File: src/rtl/core/assert_macros.svh
// Assertion macros used by the top level of the suffix array builder.
// No dependencies; each macro expands to one labeled concurrent assertion.
`ifndef ASSERT_MACROS_SVH
`define ASSERT_MACROS_SVH

// Same-cycle implication, disabled while reset is high.
`define ASSERT_IMPLIES(label, clk, rst, ante, cons) \
  label: assert property (@(posedge clk) disable iff (rst) (ante) |-> (cons)) \
    else $error("assertion failed: same-cycle implication");

// Next-cycle implication, disabled while reset is high.
`define ASSERT_NEXT(label, clk, rst, ante, cons) \
  label: assert property (@(posedge clk) disable iff (rst) (ante) |=> (cons)) \
    else $error("assertion failed: next-cycle implication");

`endif

File: src/rtl/core/salcp_pkg.sv
// Shared types and constants of the suffix array and LCP builder.
// No dependencies; imported by the interfaces and by all modules but salcp_ram.
package salcp_pkg;

  localparam int ALPHA_MAX = 256;
  localparam int ALPHA_W   = 9;
  localparam int SYM_W     = 8;
  localparam int RANK_QW   = 10;
  localparam int OUT_W     = 10;
  localparam int STAT_W    = 2;
  localparam int APB_AW    = 2;
  localparam int APB_DW    = 32;

  localparam logic [APB_AW-1:0]  ADDR_ALPHA  = '0;
  localparam logic [ALPHA_W-1:0] ALPHA_RESET = 9'd10;

  typedef enum logic {
    CMD_LOAD  = 1'b0,
    CMD_QUERY = 1'b1
  } cmd_t;

  typedef enum logic [STAT_W-1:0] {
    ST_OK        = 2'd0,
    ST_NOT_BUILT = 2'd1,
    ST_RANGE     = 2'd2
  } status_t;

  // Sequencer states, one-hot.
  typedef enum logic [31:0] {
    S_IDLE    = 32'd1 << 0,
    S_Q_RD    = 32'd1 << 1,
    S_Q_OUT   = 32'd1 << 2,
    S_INIT_RD = 32'd1 << 3,
    S_INIT_WR = 32'd1 << 4,
    S_CLR     = 32'd1 << 5,
    S_HIST_A  = 32'd1 << 6,
    S_HIST_B  = 32'd1 << 7,
    S_HIST_C  = 32'd1 << 8,
    S_PSUM_RD = 32'd1 << 9,
    S_PSUM_WR = 32'd1 << 10,
    S_PLACE_A = 32'd1 << 11,
    S_PLACE_B = 32'd1 << 12,
    S_PLACE_C = 32'd1 << 13,
    S_PLACE_D = 32'd1 << 14,
    S_SK1     = 32'd1 << 15,
    S_SK2_RD  = 32'd1 << 16,
    S_SK2_WR  = 32'd1 << 17,
    S_COPY_RD = 32'd1 << 18,
    S_COPY_WR = 32'd1 << 19,
    S_RANK_A  = 32'd1 << 20,
    S_RANK_B  = 32'd1 << 21,
    S_RANK_C  = 32'd1 << 22,
    S_RANK_D  = 32'd1 << 23,
    S_FIN_RD  = 32'd1 << 24,
    S_FIN_WR  = 32'd1 << 25,
    S_KAS_A   = 32'd1 << 26,
    S_KAS_B   = 32'd1 << 27,
    S_KAS_C   = 32'd1 << 28,
    S_KAS_D   = 32'd1 << 29,
    S_KAS_E   = 32'd1 << 30,
    S_KAS_F   = 32'd1 << 31
  } state_t;

  // Status of the sequencer as seen by the top level.
  typedef struct packed {
    logic busy;
    logic built;
    logic q_out;
  } salcp_stat_t;

endpackage

File: src/rtl/core/salcp_cfg.sv
// APB register block holding the alphabet size.
// Depends on salcp_pkg; provides the clamped alphabet size to the sequencer.
module salcp_cfg import salcp_pkg::*; (
  input  logic               clk,
  input  logic               rst,
  input  logic               psel,
  input  logic               penable,
  input  logic               pwrite,
  input  logic [APB_AW-1:0]  paddr,
  input  logic [APB_DW-1:0]  pwdata,
  output logic [APB_DW-1:0]  prdata,
  output logic               pready,
  output logic [ALPHA_W-1:0] alpha_eff
);

  logic [ALPHA_W-1:0] alphabet_size;

  // Register write on the access phase.
  always_ff @(posedge clk) begin
    if (rst) begin
      alphabet_size <= ALPHA_RESET;
    end else if (psel && penable && pwrite && paddr == ADDR_ALPHA) begin
      alphabet_size <= pwdata[ALPHA_W-1:0];
    end
  end

  assign pready = 1'b1;
  assign prdata = (paddr == ADDR_ALPHA) ? APB_DW'(alphabet_size) : '0;

  // Zero acts as one, anything above the maximum acts as the maximum.
  always_comb begin
    priority if (alphabet_size == '0) begin
      alpha_eff = ALPHA_W'(1);
    end else if (alphabet_size > ALPHA_W'(ALPHA_MAX)) begin
      alpha_eff = ALPHA_W'(ALPHA_MAX);
    end else begin
      alpha_eff = alphabet_size;
    end
  end

endmodule

File: config.mk
export PLATFORM = sky130hd
export DESIGN_NAME = salcp_cfg
export DESIGN_NICKNAME = d
export VERILOG_FILES = /design/src/rtl/core/assert_macros.svh /design/src/rtl/core/salcp_pkg.sv /design/src/rtl/core/salcp_cfg.sv
export SDC_FILE = /design/constraint.sdc
export NUM_CORES = 1
export LEC_CHECK = 0
export BUFFER_PORTS_ARGS = -buffer_cell sky130_fd_sc_hd__buf_2
export CAP_MARGIN = 5
export CELL_PAD_IN_SITES_DETAIL_PLACEMENT = 1
export CELL_PAD_IN_SITES_GLOBAL_PLACEMENT = 2
export CORE_ASPECT_RATIO = 0.75
export CORE_MARGIN = 8
export CORE_UTILIZATION = 17
export DETAILED_ROUTE_END_ITERATION = 8
export HOLD_SLACK_MARGIN = 0.05
export PLACE_DENSITY_LB_ADDON = 0.1
export SLEW_MARGIN = 25
export SYNTH_ARGS = -nofsm -noshare
export SYNTH_HDL_FRONTEND = slang
export SYNTH_SLANG_ARGS = --single-unit
File: constraint.sdc
create_clock -name clk -period 2.4 [get_ports clk]
set_clock_uncertainty 0.05 [all_clocks]
set_input_delay 0.6 -clock clk [delete_from_list [all_inputs] [get_ports clk]]
set_output_delay 0.6 -clock clk [all_outputs]
set_load 0.005 [all_outputs]
-- After elaboration in Yosys (flattened, before gate mapping)
Cells that the tools add are included.
- input port bits: 39
- logic and storage cells: 10
- flip-flop bits (word level): 9
- output and inout bits: 42
- reductions and logical operators: 5
- mux-type cells: 3
- order comparisons: 1
- operators by type and width (cell ; count):
    9-bit 2-to-1 mux ; 3
    9-bit > comparator (second input constant) ; 1
    9-bit logical NOT ; 1
    1-bit logical AND ; 3
    2-bit logical NOT ; 1

-- Depth between registers and ports, before layout
Gate-level depths: netlist of run 1.
- depth in word-level cells: 3
- depth in mapped cells: 4
- gate-level depth less buffers: 3

-- Worst setup path after synthesis of run 1
Ideal clock, no wire load.
- path kind: in2out
- start point: input paddr[1]
- end point: output prdata[0]
- data required time: 1.750 ns
- setup slack: 0.859 ns
- cell stages on the path: 2
- arrival time: 0.891 ns
- path buffers: 0
- cells stage by stage: nor2_4 -> and2_2
- longest elaborated chain between the ends: 2
- ends and longest elaborated chain (what ; RTL line ; RTL):
    start: declaration ; salcp_cfg.sv:9 ; input logic [APB_AW-1:0] paddr,
    2-bit logical NOT ; salcp_cfg.sv:28 ; assign prdata = (paddr == ADDR_ALPHA) ? APB_DW'(alphabet_size) : '0;
    9-bit 2-to-1 mux ; salcp_cfg.sv:28 ;
    end: declaration ; salcp_cfg.sv:11 ; output logic [APB_DW-1:0] prdata,
Every way passes these cells.

-- Worst setup path in the final report of run 1
- start point: register alphabet_size[3]
- end point: output alpha_eff[0]
- longest elaborated chain between the ends: 3
- elaborated cells on any way between the ends: 4
- those cells by class: order compare (1); mux (2); reduce/logical (1)
- ends and longest elaborated chain (what ; RTL line ; RTL):
    start: declaration ; salcp_cfg.sv:16 ; logic [ALPHA_W-1:0] alphabet_size;
    start signal: assignment ; salcp_cfg.sv:23 ; alphabet_size <= pwdata[ALPHA_W-1:0];
    9-bit > comparator ; salcp_cfg.sv:34 ; end else if (alphabet_size > ALPHA_W'(ALPHA_MAX)) begin
    9-bit 2-to-1 mux ; salcp_cfg.sv:34 ;
    9-bit 2-to-1 mux (*) ; salcp_cfg.sv:32 ; priority if (alphabet_size == '0) begin
    end: declaration ; salcp_cfg.sv:13 ; output logic [ALPHA_W-1:0] alpha_eff
Mark *: on every way between the ends. The rest lies on a longest branch, timed or not.

==> out/qor.yml, run 1 <==
run_status:
  outcome: "completed"
die:
  rows: 21
  die_w_um: 92.5
  ios: 81
  die_h_um: 73.4
  initial_core_util_pct: 17.2
  die_area_mm2: 0.00679
  coreArea_mm2: 0.00434
synth:
  syn-instance-count: 88
  yosysWarnings: 0
  synth.distinct_cells: 16
  syn_area_per_cell_um2: 8.49
  ys_ff_latch: 9
  syn_area_um2: 747
  yosysSeqAreaShare_pct: 24.1
clocking:
  cts_resized: 0
  clock_latency_ns: 0.23
  cts_hold_buf: 0
  cts_sinks: 9
  cts_root_buf: "clkbuf_8"
  htreeDepth: 1
  cts_tree: "built"
  post_cts_buffers: 0
  clk_pin_slew_ns: 0.05
  clockBufferDepth: 2
  cts_buffers: 3
power_and_ir_drop:
  power_density_mw_per_mm2: 421
  leakage_nw: 0.444
  ir_drop_uv: 112
place:
  place.gp.congestion: 0.640
  hpwl_um: 1700
  portBuffers: 33
  dp_cells: 172
drt:
  drt-pass1-iter-count: 4
  first_iter_violations: 8
  vias: 581
  detail-route-antenna-nets: 0
  remaining_drc_errors: 0
  post_drt_wl_per_cell_um: 11.9
  totalWireLength_um: 2090
  vias_per_cell: 3.30
timing:
  finalHoldViolations: 0
  rsz0062_at_grt: "false"
  fmax_ghz: 0.540
  fin_setup_tns_ns: 0
  final.period_utilization_pct: 77.1
  setup_viol_count_final: 0
  slew_violations: 0
  min_period_ns: 1.85
grt:
  overflow: 0
  gr-usage-all-layers_pct: 5.95
  grt_pass1_wl_um: 3110
  grt_max_degree: 19
  grt_pass1_vias: 645
  antenna_found_initial: 0
cells_and_area:
  fin_nets: 159
  fillers: 549
  regMostFlops: "alphabet_size"
  final_cell_mix: "buf_2 (33), conb_1 (24), nand2b_1 (13)"
  antenna_cells: 0
  syn_to_final_growth_pct: 20.4
  largest_reg_flops: 9
  drive_above_1_share_pct: 39.5
  layout_commonest_cell: "buf_2"
  instances_no_fill: 176
  largest_registers: "alphabet_size (9)"
setup_path:
  worstPathCellList: "nor4_1 -> a21oi_1 -> nor2_1 -> buf_2"
  cp_data_required_time_ns: 1.75
  crit_slowest_cell: "dfxtp_1"
  endpoint_kind: "output pin"
  crit_arrival_ns: 1.20
  startpoint_type: "flop"
  path_max_fanout: 4
  cp_slowest_stage_delay_ns: 0.33
  path_class: "flop to output pin"
min_path:
  hp-class: "flop to flop"
flow_run:
  drv_cap: 0
==> stage by stage <==
stage	setup slack [ns]	util, %	instance area, µm²	total power [mW]	hold WS, ns
after floorplan	0.859	-	830	0.212	0.407
after global placement	0.512	19.7	855	0.205	0.431
after detailed placement	0.511	19.7	855	0.206	0.445
after CTS	0.503	20.8	900	0.389	0.453
after global routing	0.425	20.8	900	0.405	0.478
final	0.549	20.8	900	0.379	0.440
==> where the power goes <==
part	switching (mW)	internal, mW
combinational	0.0272	0.0220
clock	0.0595	0.116
sequential	0.00229	0.152
==> layout make-up <==
type	instances	area, µm²	share of cell area, %
Sequential cell	9	180	20.0
Timing Repair Buffer	33	165	18.4
Multi-Input combinational cell	73	438	48.7
Tap cell	57	71.3	7.93
Clock buffer	4	45.0	5.01
==> final timing paths <==
kind | start | to | slack (ns) | cells past startpoint
setup reg to reg | alphabet_size[8] | alphabet_size[8] | 1.37 | 2
hold / removal | alphabet_size[0] | alphabet_size[0] | 0.44 | 2
hold reg to reg | alphabet_size[0] | alphabet_size[0] | 0.44 | 2
setup / recovery | alphabet_size[3] | alpha_eff[0] | 0.55 | 4
==> cells by family (layout without fill, tap and decap cells) <==
logic type / Yosys count / in the layout / share of synthesized area [%]
flops: 9 / 9 / 24.1
simple gates: 39 / 39 / 33.8
buf+inv: 28 / 37 / 28.3
mux: 9 / 9 / 12.1
compound gates: 1 / 1 / 0.669
other cells: 2 / 24 / 1.01
==> worst max-delay path, delay by kind of cell (launching register included) <==
kind                   cells  cell delay (ns)
AND/OR/NAND/NOR            2             0.41
flip-flops                 1             0.33
buffers and inverters      1             0.13
AO/OA/AOI/OAI              1             0.10
==> Yosys cell counts <==
| cell type | n | area (µm²) |
|---|---|---|
| a21oi_1 | 1 | 5.00 |
| and2_2 | 9 | 67.6 |
| and4_4 | 1 | 11.3 |
| buf_12 | 1 | 20.0 |
| buf_4 | 24 | 180 |
| clkbuf_1 | 3 | 11.3 |
| conb_1 | 2 | 7.51 |
| dfxtp_1 | 9 | 180 |
| mux2i_1 | 9 | 90.1 |
| nand2b_1 | 13 | 81.3 |
| nor2_1 | 5 | 18.8 |
| nor2_4 | 1 | 11.3 |
| nor2b_1 | 7 | 43.8 |
| nor3_1 | 1 | 5.00 |
| nor4_1 | 1 | 6.26 |
| or2b_1 | 1 | 7.51 |
==> routing by layer <==
layer	part of all wire [%]	GRT usage, %	routed length [µm]
met1	44	6.96	927
met4	1.3	3.20	27
met3	7.3	2.55	153
met2	47	9.02	982
met5	0	0	0
Note: power is estimated with default switching activity, not from simulation.
==> inputs of run 2 (changes only) <==
--- a/config.mk
+++ b/config.mk
@@ -11,7 +11,7 @@
 export CELL_PAD_IN_SITES_GLOBAL_PLACEMENT = 2
 export CORE_ASPECT_RATIO = 0.75
 export CORE_MARGIN = 8
-export CORE_UTILIZATION = 17
+export CORE_UTILIZATION = 14
 export DETAILED_ROUTE_END_ITERATION = 8
 export HOLD_SLACK_MARGIN = 0.05
 export PLACE_DENSITY_LB_ADDON = 0.1
==> constraint.sdc (replaced) <==
create_clock -name clk -period 1.69 [get_ports clk]
set_clock_uncertainty 0.05 [all_clocks]
set_input_delay 0.4225 -clock clk [delete_from_list [all_inputs] [get_ports clk]]
set_output_delay 0.4225 -clock clk [all_outputs]
set_load 0.005 [all_outputs]
==> run 2 against run 1 <==
  * Design area increased by 4.3%
  * Core utilization fell by 2.8 points
  * Final cell count grew 11%
  * Sequential power grew 42%
  * Critical path depth unchanged
  * Non-clock buffer count rose by 1
  * Die area is 17% higher
  * Count of clock-buffer cells in the layout unchanged
  * Sequential share of layout area shrank 0.56 points
  * Sequential cell count unchanged
  * Largest power group unchanged
  * Highest routed layer unchanged
==> out/qor.yml, run 2 (same netlist as run 1, synthesis figures left out) <==
place:
  hpwl_um: 1890  # was 1700 µm
  dp_cells: 191  # was 172
  portBuffers: 33  # unchanged
  place.gp.congestion: 0.645  # was 0.640
cells_and_area:
  layout_commonest_cell: "buf_2"  # unchanged
  antenna_cells: 0  # unchanged
  regMostFlops: "alphabet_size"  # unchanged
  largest_reg_flops: 9  # unchanged
  fillers: 654  # was 549
  instances_no_fill: 195  # was 176
  fin_nets: 160  # was 159
  drive_above_1_share_pct: 42.5  # was 39.5%
  syn_to_final_growth_pct: 25.6  # was 20.4%
  largest_registers: "alphabet_size (9)"  # unchanged
  final_cell_mix: "buf_2 (33), conb_1 (24), nand2b_1 (13)"  # unchanged
setup_path:
  startpoint_type: "flop"  # unchanged
  cpLargestDelayFamily: "simple AND/OR/NAND/NOR gates"  # unchanged
  crit_slowest_cell: "dfxtp_2"  # was dfxtp_1
  endpoint_kind: "output pin"  # unchanged
  cp-startpoint: "alphabet_size[6]"  # was alphabet_size[3]
  cp_num_buf_inv: 1  # unchanged
  crit_arrival_ns: 1.13  # was 1.20 ns
  cp_slowest_stage_delay_ns: 0.33  # about the same
  r2r-start: "alphabet_size[8]"  # unchanged
  worstPathCellList: "nor4_2 -> a21oi_1 -> nor2_1 -> buf_2"  # was nor4_1 -> a21oi_1 -> nor2_1 -> buf_2
  path_class: "flop to output pin"  # unchanged
  path_max_fanout: 4  # unchanged
  cp_data_required_time_ns: 1.22  # was 1.75 ns
flow_run:
  drv_cap: 0  # unchanged
timing:
  finalHoldViolations: 0  # unchanged
  slew_violations: 0  # unchanged
  fmax_ghz: 0.624
  final.period_utilization_pct: 94.8
  min_period_ns: 1.60
  rsz0062_at_grt: "true"  # was false
  setup_viol_count_final: 0  # unchanged
min_path:
  hp-class: "input port to flop"  # was flop to flop
  hp-start: "pwdata[4]"  # was alphabet_size[0]
clocking:
  cts_buffers: 3  # unchanged
  cts_sinks: 9  # unchanged
  cts_tree: "built"  # unchanged
  htreeDepth: 1  # unchanged
  clock_latency_ns: 0.24  # was 0.23 ns
  cts_hold_buf: 0  # unchanged
  clockBufferDepth: 2  # unchanged
  cts_root_buf: "clkbuf_8"  # unchanged
  clk_pin_slew_ns: 0.05  # about the same
power_and_ir_drop:
  power_mw: 0.550  # was 0.379 mW
  sw_frac_of_total_pct: 25.0  # was 23.5%
  power.share.clock_pct: 47.2  # was 46.3%
  p_comb_share_pct: 13.0  # about the same
  intPower_mw: 0.412  # was 0.290 mW
  power_density_mw_per_mm2: 586  # was 421 mW/mm²
  p_sw_mw: 0.137  # was 0.0889 mW
  leakage_nw: 0.452  # was 0.444 nW
  ir_drop_uv: 166  # was 112 µV
  power_frac_seq_pct: 39.8  # was 40.7%
drt:
  vias_per_cell: 3.02  # was 3.30
  detail-route-antenna-nets: 0  # unchanged
  vias: 588  # was 581
  totalWireLength_um: 2290  # was 2090 µm
  first_iter_violations: 25  # was 8
  post_drt_wl_per_cell_um: 11.8  # was 11.9 µm
  drt-pass1-iter-count: 2  # was 4
  remaining_drc_errors: 0  # unchanged
die:
  ios: 81  # unchanged
  initial_core_util_pct: 14.3  # was 17.2%
  coreArea_mm2: 0.00524  # was 0.00434 mm²
  die_area_mm2: 0.00795  # was 0.00679 mm²
  rows: 23  # was 21
  die_w_um: 100  # was 92.5 µm
  die_h_um: 79.3  # was 73.4 µm
grt:
  antenna_found_initial: 0  # unchanged
  grt_max_degree: 19  # unchanged
  gr-usage-all-layers_pct: 5.79  # was 5.95%
  grt_pass1_vias: 682  # was 645
  grt_pass1_wl_um: 3620  # was 3110 µm
  overflow: 0  # unchanged
run_status:
  outcome: "completed"  # unchanged
==> run 2: cell count changes in the layout (fill, tap and decap cells not counted), sizes merged <==
cell / change
buf: +1
==> run 2: layout make-up <==
type	instances	area (µm²)	share of cell area, %
repair buffers	34	173	18.4
well taps	75	93.8	10.0
multi-input cells	73	444	47.3
clock buffers	4	45.0	4.80
flip-flops and latches	9	183	19.5
==> run 2: repair_timing <==
action / 4_1_cts / 5_1_grt
resized for setup: 0 / 3
setup endpoints to repair: 0 / 1
setup buffers: 0 / 0
==> run 2: worst paths after layout <==
check / to / slack (ns) / depth (start not counted)
worst min-delay path: alphabet_size[4] / 0.39 / 3
worst min register to register: alphabet_size[4] / 0.45 / 2
worst max-delay path: alpha_eff[0] / 0.09 / 4
worst max register to register: alphabet_size[8] / 0.59 / 3
==> run 2: power by group through the flow <==
| stage | combinational, mW | clock [mW] | sequential [mW] |
|---|---|---|---|
| 6_report | 0.0713 | 0.260 | 0.219 |
| 5_1_grt | 0.0828 | 0.274 | 0.219 |
| 4_1_cts | 0.0709 | 0.267 | 0.219 |
| 3_5_place_dp | 0.0707 | 0 | 0.223 |
| 3_3_place_gp | 0.0704 | 0 | 0.223 |
| 2_1_floorplan | 0.0802 | 0 | 0.221 |
==> run 2: tightest hold or removal path: stages <==
cell	delay, ns
buf_2	0.10
nand2b_1	0.06
mux2i_1	0.06
==> run 2: per-layer routing <==
layer	global-route usage (%)	wire [µm]
met1	6.60	1010
met2	9.23	1050
met3	2.97	221
met4	1.80	19
met5	0	0
==> run 2: stage by stage <==
stage	TNS (ns)	hold slack (ns)	utilization (%)	instance area, µm²	setup slack (ns)
2_1_floorplan	0	0.407	-	830	0.469
3_3_place_gp	0	0.447	16.9	885	0.165
3_5_place_dp	0	0.445	16.9	885	0.149
4_1_cts	0	0.397	17.7	930	0.0439
5_1_grt	-0.0114	0.405	17.9	938	-0.0114
6_report	0	0.389	17.9	938	0.0881
